`src/rtl/esc_pkg.sv`:
```
// esc_pkg: shared constants and types of the event sequence checker.
// Request codes, count status codes, register indexes and widths.
// No dependencies.
`timescale 1ns / 1ps
`default_nettype none

package esc_pkg;

  // Default sizes
  localparam int MAX_FLOW_DEF   = 32;
  localparam int ID_BITS_DEF    = 3;
  localparam int COUNT_BITS_DEF = 16;

  // Fixed field widths
  localparam int REQ_W        = 2;
  localparam int FILTER_W     = 8;
  localparam int EXP_COUNT_W  = 6;
  localparam int ORDER_LOW_W  = 63;
  localparam int ORDER_HIGH_W = 33;
  localparam int IDX_W        = 6;
  localparam int STATUS_W     = 2;
  localparam int CFG_INDEX_W  = 2;
  localparam int CFG_DATA_W   = 63;
  // Effective length holds up to 63 (largest expected count)
  localparam int LEN_W        = 7;

  // Request codes
  localparam logic [REQ_W-1:0] REQ_PROBE  = 2'd0;
  localparam logic [REQ_W-1:0] REQ_REPORT = 2'd1;
  localparam logic [REQ_W-1:0] REQ_ARM    = 2'd2;

  // Count status codes
  localparam logic [STATUS_W-1:0] CNT_EQUAL = 2'd0;
  localparam logic [STATUS_W-1:0] CNT_FEWER = 2'd1;
  localparam logic [STATUS_W-1:0] CNT_MORE  = 2'd2;

  // Configuration register indexes
  localparam logic [CFG_INDEX_W-1:0] CFG_FILTER_MASK    = 2'd0;
  localparam logic [CFG_INDEX_W-1:0] CFG_EXPECTED_COUNT = 2'd1;
  localparam logic [CFG_INDEX_W-1:0] CFG_ORDER_LOW      = 2'd2;
  localparam logic [CFG_INDEX_W-1:0] CFG_ORDER_HIGH     = 2'd3;

  // Configuration status seen by the tracker
  typedef struct packed {
    logic             config_valid;
    logic [LEN_W-1:0] len;
  } cfg_stat_t;

endpackage

`default_nettype wire

```
`src/rtl/esc_track.sv`:
```
// esc_track: recording state (armed flag, event count, first mismatch,
// first extra id) and the result fields computed from the updated state.
// Depends on esc_pkg.
`timescale 1ns / 1ps
`default_nettype none

module esc_track #(
  parameter int MAX_FLOW   = esc_pkg::MAX_FLOW_DEF,
  parameter int ID_BITS    = esc_pkg::ID_BITS_DEF,
  parameter int COUNT_BITS = esc_pkg::COUNT_BITS_DEF,
  parameter int POS_BITS   = (MAX_FLOW > 1) ? $clog2(MAX_FLOW) : 1
) (
  input  wire logic                         clk,
  input  wire logic                         rst_n,
  input  wire logic                         accept,
  input  wire logic [esc_pkg::REQ_W-1:0]    req_type,
  input  wire logic [ID_BITS-1:0]           event_id,
  input  wire esc_pkg::cfg_stat_t           stat,
  input  wire logic [ID_BITS-1:0]           exp_id,
  input  wire logic                         probe_en,
  output logic [POS_BITS-1:0]               pos,
  output logic                              event_recorded,
  output logic                              config_valid,
  output logic                              verdict_ok,
  output logic [COUNT_BITS-1:0]             call_count,
  output logic [esc_pkg::STATUS_W-1:0]      count_status,
  output logic                              mismatch,
  output logic [esc_pkg::IDX_W-1:0]         mismatch_index,
  output logic [ID_BITS-1:0]                expected_id,
  output logic [ID_BITS-1:0]                found_id,
  output logic [ID_BITS-1:0]                extra_id
);
  import esc_pkg::*;

  localparam int CMP_W = (COUNT_BITS > LEN_W) ? COUNT_BITS : LEN_W;

  logic                  armed_r, armed_nxt;
  logic [COUNT_BITS-1:0] count_r, count_nxt;
  logic                  mm_r, mm_nxt;
  logic [IDX_W-1:0]      bad_idx_r, bad_idx_nxt;
  logic [ID_BITS-1:0]    bad_exp_r, bad_exp_nxt;
  logic [ID_BITS-1:0]    bad_found_r, bad_found_nxt;
  logic [ID_BITS-1:0]    ovf_id_r, ovf_id_nxt;
  logic                  recorded;

  logic [CMP_W-1:0]      cnt_cur, cnt_new, len_ext;

  assign len_ext = CMP_W'(stat.len);
  assign cnt_cur = CMP_W'(count_r);
  assign pos     = count_r[POS_BITS-1:0];

  // Next state for the item at the input
  always_comb begin
    armed_nxt     = armed_r;
    count_nxt     = count_r;
    mm_nxt        = mm_r;
    bad_idx_nxt   = bad_idx_r;
    bad_exp_nxt   = bad_exp_r;
    bad_found_nxt = bad_found_r;
    ovf_id_nxt    = ovf_id_r;
    recorded      = 1'b0;
    case (req_type)
      REQ_PROBE: begin
        if (armed_r && probe_en) begin
          if (cnt_cur < len_ext) begin
            // compare against the expected id at this position
            if ((exp_id != event_id) && !mm_r) begin
              mm_nxt        = 1'b1;
              bad_idx_nxt   = count_r[IDX_W-1:0] + IDX_W'(1);
              bad_exp_nxt   = exp_id;
              bad_found_nxt = event_id;
            end
          end else if (cnt_cur == len_ext) begin
            ovf_id_nxt = event_id;
          end
          // saturating count
          if (!(&count_r)) begin
            count_nxt = count_r + COUNT_BITS'(1);
          end
          recorded = 1'b1;
        end
      end
      REQ_REPORT: begin
        armed_nxt = 1'b0;
      end
      REQ_ARM: begin
        armed_nxt     = 1'b1;
        count_nxt     = '0;
        mm_nxt        = 1'b0;
        bad_idx_nxt   = '0;
        bad_exp_nxt   = '0;
        bad_found_nxt = '0;
        ovf_id_nxt    = '0;
      end
      default: ;
    endcase
  end

  // State update on accepted items only
  always_ff @(posedge clk) begin
    if (!rst_n) begin
      armed_r     <= 1'b0;
      count_r     <= '0;
      mm_r        <= 1'b0;
      bad_idx_r   <= '0;
      bad_exp_r   <= '0;
      bad_found_r <= '0;
      ovf_id_r    <= '0;
    end else if (accept) begin
      armed_r     <= armed_nxt;
      count_r     <= count_nxt;
      mm_r        <= mm_nxt;
      bad_idx_r   <= bad_idx_nxt;
      bad_exp_r   <= bad_exp_nxt;
      bad_found_r <= bad_found_nxt;
      ovf_id_r    <= ovf_id_nxt;
    end
  end

  // Result fields reflect the state after this item
  assign cnt_new = CMP_W'(count_nxt);

  always_comb begin
    if (cnt_new < len_ext) begin
      count_status = CNT_FEWER;
    end else if (cnt_new > len_ext) begin
      count_status = CNT_MORE;
    end else begin
      count_status = CNT_EQUAL;
    end
  end

  assign event_recorded = recorded;
  assign config_valid   = stat.config_valid;
  assign verdict_ok     = !mm_nxt && (count_status == CNT_EQUAL);
  assign call_count     = count_nxt;
  assign mismatch       = mm_nxt;
  assign mismatch_index = mm_nxt ? bad_idx_nxt : '0;
  assign expected_id    = mm_nxt ? bad_exp_nxt : '0;
  assign found_id       = mm_nxt ? bad_found_nxt : '0;
  assign extra_id       = (count_status == CNT_MORE) ? ovf_id_nxt : '0;

endmodule

`default_nettype wire

```
`config.mk`:
```
export PLATFORM = sky130hd
export DESIGN_NAME = esc_track
export DESIGN_NICKNAME = d
export VERILOG_FILES = /design/src/rtl/esc_pkg.sv /design/src/rtl/esc_track.sv
export SDC_FILE = /design/constraint.sdc
export NUM_CORES = 1
export LEC_CHECK = 0
export ABC_AREA = 1
export CORE_ASPECT_RATIO = 0.6
export CORE_MARGIN = 1.5
export CORE_UTILIZATION = 51
export CTS_CLUSTER_SIZE = 10
export DETAILED_ROUTE_END_ITERATION = 7
export DONT_BUFFER_PORTS = 1
export HOLD_SLACK_MARGIN = 0.05
export PLACE_DENSITY = 0.69
export SYNTH_ARGS = -nofsm -noshare
export SYNTH_HDL_FRONTEND = slang
export SYNTH_SLANG_ARGS = --single-unit
```
`constraint.sdc`:
```
create_clock -name clk -period 3.3 [get_ports clk]
set_clock_uncertainty 0.15 [all_clocks]
set_input_delay 0.495 -clock clk [delete_from_list [all_inputs] [get_ports clk]]
set_output_delay 0.495 -clock clk [all_outputs]
set_load 0.01 [all_outputs]
```
==> qor.yml, run 1 <==
status: "complete, but fails checks"
violations: "setup timing"
fin_ws_ns: -0.351
hold_violations: 0
drt_wl_total_um: 10000
gp_congestion: 0.934
p_leak_nw: 2.03
whs_path_depth: 1
synth.area.mux_share: 0
switching_share: 0.336
tritoncts: "done"
dp_hpwl_um: 7000
cts_buffers: 5
port_buffers: 0
route.detailed.drc: 0
clock_sinks: 33
grt_pass1_wl_um: 14900
synthTopCellsByArea: "dfxtp_1, nand2_1, inv_1"
yosys.area_share.simple: 0.331
ir_drop_mv: 0.172
synth_commonest_cells: "nand2_1, inv_1, a21oi_1"
die_h_um: 62.9
crit_fanout: 4
fin_nets: 573
antennaDiodeCount: 0
synthesis.area_um2: 3050
cts.htree.levels: 2
max_freq_mhz: 274
start_util: 0.537
power_frac_seq: 0.361
synth_edf_count: 0
cts_buffer_depth: 2
path_cells: "ha_4, nand2_4, nor2_4, nand4_1, nand2_2, inv_2, nand2_1, o21ai_1, o22ai_1, ha_1, nand2_1, nor2_2, a211oi_2, o211ai_1, inv_2, nand3_4, nand2_8, nor2_4"
timing.rr.end: "bad_exp_r[2]"
netlist_instances: 481
p_sw_mw: 0.409
grt_antenna_before_repair: 0
cp-end-kind: "output pin"
cp_data_required_time_ns: 2.65
finalSetupViolCount: 6
synth_area_per_cell_um2: 6.33
die_x_um: 103
combPwrFrac: 0.301
critical_path.slowest_cell: "dfxtp_2"
ctsRootBufferMaster: "clkbuf_8"
hp-class: "input port to register"
post-place-ws_ns: -0.104
grt_setup_unrepaired: "true"
crit_path_start: "cnt_cur[0]"
ff2ff_path_depth: 14
route.vias.total: 3444
start_kind: "register"
synthXorXnorAreaFrac: 0.0201
synth.most_common_cell: "nand2_1"
synth_adder_area_share: 0.0698
area_growth_pct: 28.1
dp.cells: 590
layout_min_cycle_time_ns: 3.65
synth_largest_area_cell: "dfxtp_1"
ys_seq_elements: 33
power_density_nw_per_um2: 312
hold-worst-slack_ns: 0.144
synth-compound-area-share: 0.201
whs_endpoint: "cnt_cur[0]"
core-area_um2: 5680
synthArstFlopShare: 0
drt-pass1-iter-count: 5
rr_startpoint: "cnt_cur[1]"
drive_gt1_frac: 0.296
die-area_um2: 6460
clk_pin_slew_worst_paths_ns: 0.07
grt_overflow: 0
power_frac_clock: 0.338
crit_path_max_incr_delay_ns: 0.37
grt_pass1_vias: 3049
first_iter_violations: 321
critPathKind: "register to output pin"
synth_top_area_frac: 0.217
synthesis.nets: 518
crit_family: "simple AND/OR/NAND/NOR gates"
hold_start: "accept"
slew_headroom: 0.466
layout_worst_path_cycle_share: 1.11
vias_per_cell: 5.58
grt_use_total: 0.297
yosys_warnings: 0
path_buf_inv: 2
pin_count: 62
grt_max_degree: 43
cap_violations: 0
r2r_setup_slack_ns: 0.79
synth_ff_type: "dfxtp_1"
tightest_slew_ns: 0.800
wl_per_cell_um: 16.2
n_fill_cell: 494
report.final.slew_viol_count: 0
synth.distinct_cells: 38
synth_seq_area_share: 0.217
clkLatencyLatePin_ns: 0.29
setup-tns-final_ns: -1.94
power.internal_mw: 0.808
drtAntennaViolNets: 0
crit_arrival_ns: 3.01
synth_top_family_by_area: "simple AND/OR/NAND/NOR gates"
fin_cells: 617
num_rows: 21
[sequential cells by signal, indices dropped and copies added, names as in the netlist]
| signal | cells |
|---|---|
| cnt_cur | 16 |
| bad_idx_r | 6 |
| bad_exp_r | 3 |
| bad_found_r | 3 |
| ovf_id_r | 3 |
| armed_r | 1 |
| mm_r | 1 |
[how the worst max path moves through the flow]
stage,endpoint,slack (ns),cells after the start
global placement,extra_id[0],0.02,18
global route,extra_id[2],-0.45,20
finish,extra_id[0],-0.35,18
CTS,extra_id[1],-0.16,17
floorplan,extra_id[0],0.02,18
detailed placement,extra_id[0],-0.10,18
[routing by layer]
metal / track usage / routed length (µm) / up-vias
li1: - / - / 1648
met1: 0.452 / 4460 / 1567
met2: 0.429 / 4220 / 205
met3: 0.0570 / 1120 / 24
met4: 0.0659 / 229 / 0
met5: 0 / 0 / -
[cells by family after synthesis]
family,count (synthesis)
AND/OR/NAND/NOR,203
AO/OA/AOI/OAI,102
XOR/XNOR,7
flip-flops,33
buffers and inverters,119
adder cells (fa/ha/maj),17
[per-stage QoR]
stage / total power, mW / cell area (µm²) / utilization
3_3_place_gp: 0.742 / 3420 / 0.602
4_1_cts: 1.18 / 3670 / 0.647
6_report: 1.22 / 3900 / 0.687
5_1_grt: 1.27 / 3900 / 0.687
3_5_place_dp: 0.751 / 3420 / 0.602
2_1_floorplan: 0.667 / 3060 / -
[cell usage in the layout (no fill, tap or decap), types with 4 or more instances in the layout]
master	count
buf_4	65
nand2_1	99
nand4_1	7
clkbuf_8	6
o21ai_1	7
nor2_1	14
o211ai_2	6
o211ai_1	7
o21ai_0	20
a21oi_1	45
nor2_4	14
o21ai_2	4
inv_1	85
nand3_1	33
dfxtp_1	30
nor2_2	8
xnor2_1	4
nand2_2	7
inv_2	8
nor3_1	4
ha_1	15
nand3_2	5
[power by group through the flow]
stage	registers (mW)	clock network (mW)	logic [mW]
4_1_cts	0.438	0.416	0.329
3_3_place_gp	0.445	0	0.297
2_1_floorplan	0.451	0	0.215
5_1_grt	0.441	0.434	0.398
3_5_place_dp	0.446	0	0.305
6_report	0.439	0.412	0.367
[final cells by class]
type,count,area [µm²],share of cell area
Clock buffer,7,86.3,0.0221
Clock inverter,1,30.0,0.00770
Inverter,97,374,0.0959
Multi-Input combinational cell,330,2110,0.541
Sequential cell,33,664,0.170
Tap cell,80,100,0.0257
Timing Repair Buffer,69,536,0.137
[timing repair]
item | 4_1_cts | 5_1_grt
hold buffers | 0 | 0
setup endpoints to repair | 7 | 11
cloned | 0 | 1
pin swaps | 14 | 22
resized for setup | 26 | 29
buffers inserted | 4 | 14
No activity file was read; power rests on OpenSTA's default activity.
==> run 2, diff against run 1 <==
- MAX_ROUTING_LAYER: default -> met4
- REMOVE_ABC_BUFFERS: default -> 1
==> qor.yml, run 2 (same netlist as run 1, synthesis figures left out) <==
hold_violations: 0
layout_worst_path_cycle_share: 1.04
wl_per_cell_um: 16.9
layout_min_cycle_time_ns: 3.43
vias_per_cell: 5.69
slew_headroom: 0.436
first_iter_violations: 307
tightest_slew_ns: 0.844
hold_start: "accept"
final_cell_area_um2: 3950
crit_fanout: 4
timing.rr.end: "cnt_cur[2]"
grt_pass1_wl_um: 15600
status: "complete, but fails checks"
layout_commonest_cell: "nand2_1"
path_cells: "ha_4, nand2_4, nor2_4, nand4_1, nand2_2, inv_2, nand2_1, o21ai_2, o22ai_2, ha_1, nand2_1, nor2_2, a211oi_2, o211ai_1, inv_2, nand3_4, nand2_8, nor2_4"
route.vias.total: 3515
tritoncts: "done"
setup-tns-final_ns: -0.555
power_frac_seq: 0.375
die_h_um: 62.9
power_density_nw_per_um2: 300
post_dp_cell_area_um2: 3330
crit_family: "simple AND/OR/NAND/NOR gates"
violations: "setup timing"
grt_pass1_vias: 3260
ctsRootBufferMaster: "clkbuf_8"
area_growth_pct: 29.6
start_kind: "register"
gp_congestion: 0.926
fin_nets: 574
fin_ws_ns: -0.126
report.final.slew_viol_count: 0
critical_path.slowest_cell: "dfxtp_4"
num_rows: 21
cts_buffer_depth: 2
power_frac_clock: 0.303
rr_startpoint: "cnt_cur[1]"
ir_drop_mv: 0.179
clk_pin_slew_worst_paths_ns: 0.07
drt-pass1-iter-count: 5
cts.htree.levels: 2
port_buffers: 0
cp_data_required_time_ns: 2.65
drt_wl_total_um: 10500
final_cell_mix: "nand2_1, inv_1, buf_4"
max_freq_mhz: 292
p_sw_mw: 0.425
ff2ff_path_depth: 20
largest_register_ff_count: 16
whs_endpoint: "cnt_cur[10]"
cap_violations: 0
clock_sinks: 33
whs_path_depth: 1
grt_max_degree: 43
antennaDiodeCount: 0
start_util: 0.537
finalSetupViolCount: 7
pin_count: 62
crit_arrival_ns: 2.78
die-area_um2: 6460
p_leak_nw: 2.02
route.detailed.drc: 0
dp_hpwl_um: 6870
switching_share: 0.358
grt_setup_unrepaired: "true"
core-area_um2: 5680
cp-end-kind: "output pin"
grt_use_total: 0.320
die_x_um: 103
drive_gt1_frac: 0.331
combPwrFrac: 0.322
grt_antenna_before_repair: 0
hp-class: "input port to register"
path_buf_inv: 2
cts_buffers: 5
r2r_setup_slack_ns: 0.49
drtAntennaViolNets: 0
crit_path_max_incr_delay_ns: 0.36
utilization: 0.696
grt_overflow: 0
clkLatencyLatePin_ns: 0.30
power.internal_mw: 0.761
critPathKind: "register to output pin"
==> run 2: layout make-up <==
cell class / instances / area [µm²]
Tap cell: 80 / 100
Sequential cell: 33 / 672
Multi-Input combinational cell: 330 / 2170
Clock buffer: 7 / 96.3
Inverter: 97 / 367
Fill cell: 466 / 1730
Timing Repair Buffer: 70 / 542
Clock inverter: 1 / 5.00
==> run 2: power by group through the flow <==
| stage | sequential, mW | clock [mW] | combinational (mW) |
|---|---|---|---|
| 6_report | 0.444 | 0.359 | 0.382 |
| 5_1_grt | 0.447 | 0.374 | 0.415 |
| 4_1_cts | 0.443 | 0.354 | 0.324 |
| 3_5_place_dp | 0.450 | 0 | 0.292 |
| 3_3_place_gp | 0.449 | 0 | 0.284 |
| 2_1_floorplan | 0.453 | 0 | 0.193 |
==> run 2: layer usage <==
metal  GRT usage  vias up  wire length, µm
li1            -     1656                -
met1       0.456     1595             4580
met2       0.447      218             4360
met3      0.0727       46             1180
met4      0.0963        0              327
met5           -        -                0
==> run 2: how the worst max path moves through the flow <==
stage                 from         endpoint  slack, ns  depth (start not counted)
6_report        cnt_cur[1]      extra_id[1]      -0.13                         18
5_1_grt         cnt_cur[1]      extra_id[1]      -0.27                         18
4_1_cts         cnt_cur[1]      extra_id[1]      -0.13                         18
3_5_place_dp   req_type[0]      extra_id[1]      -0.11                         17
3_3_place_gp   req_type[0]      extra_id[0]       0.06                         17
2_1_floorplan  req_type[0]  count_status[1]      -0.77                         16
==> run 2: per-stage QoR <==
stage / power, mW / instances / worst slack, ns / hold slack [ns]
global placement: 0.734 / 580 / 0.0564 / 0.317
finish: 1.19 / 618 / -0.126 / 0.141
detailed placement: 0.742 / 580 / -0.114 / 0.341
global route: 1.24 / 618 / -0.265 / 0.131
CTS: 1.12 / 608 / -0.127 / 0.139
floorplan: 0.647 / 459 / -0.771 / 0.302
==> run 2: repair_timing <==
item / CTS / global route
pin swaps: 12 / 19
hold endpoints to repair: 0 / 0
gates resized for setup: 23 / 45
setup endpoints to repair: 12 / 19
hold buffers: 0 / 0
gates cloned: 0 / 1
buffers inserted: 20 / 9
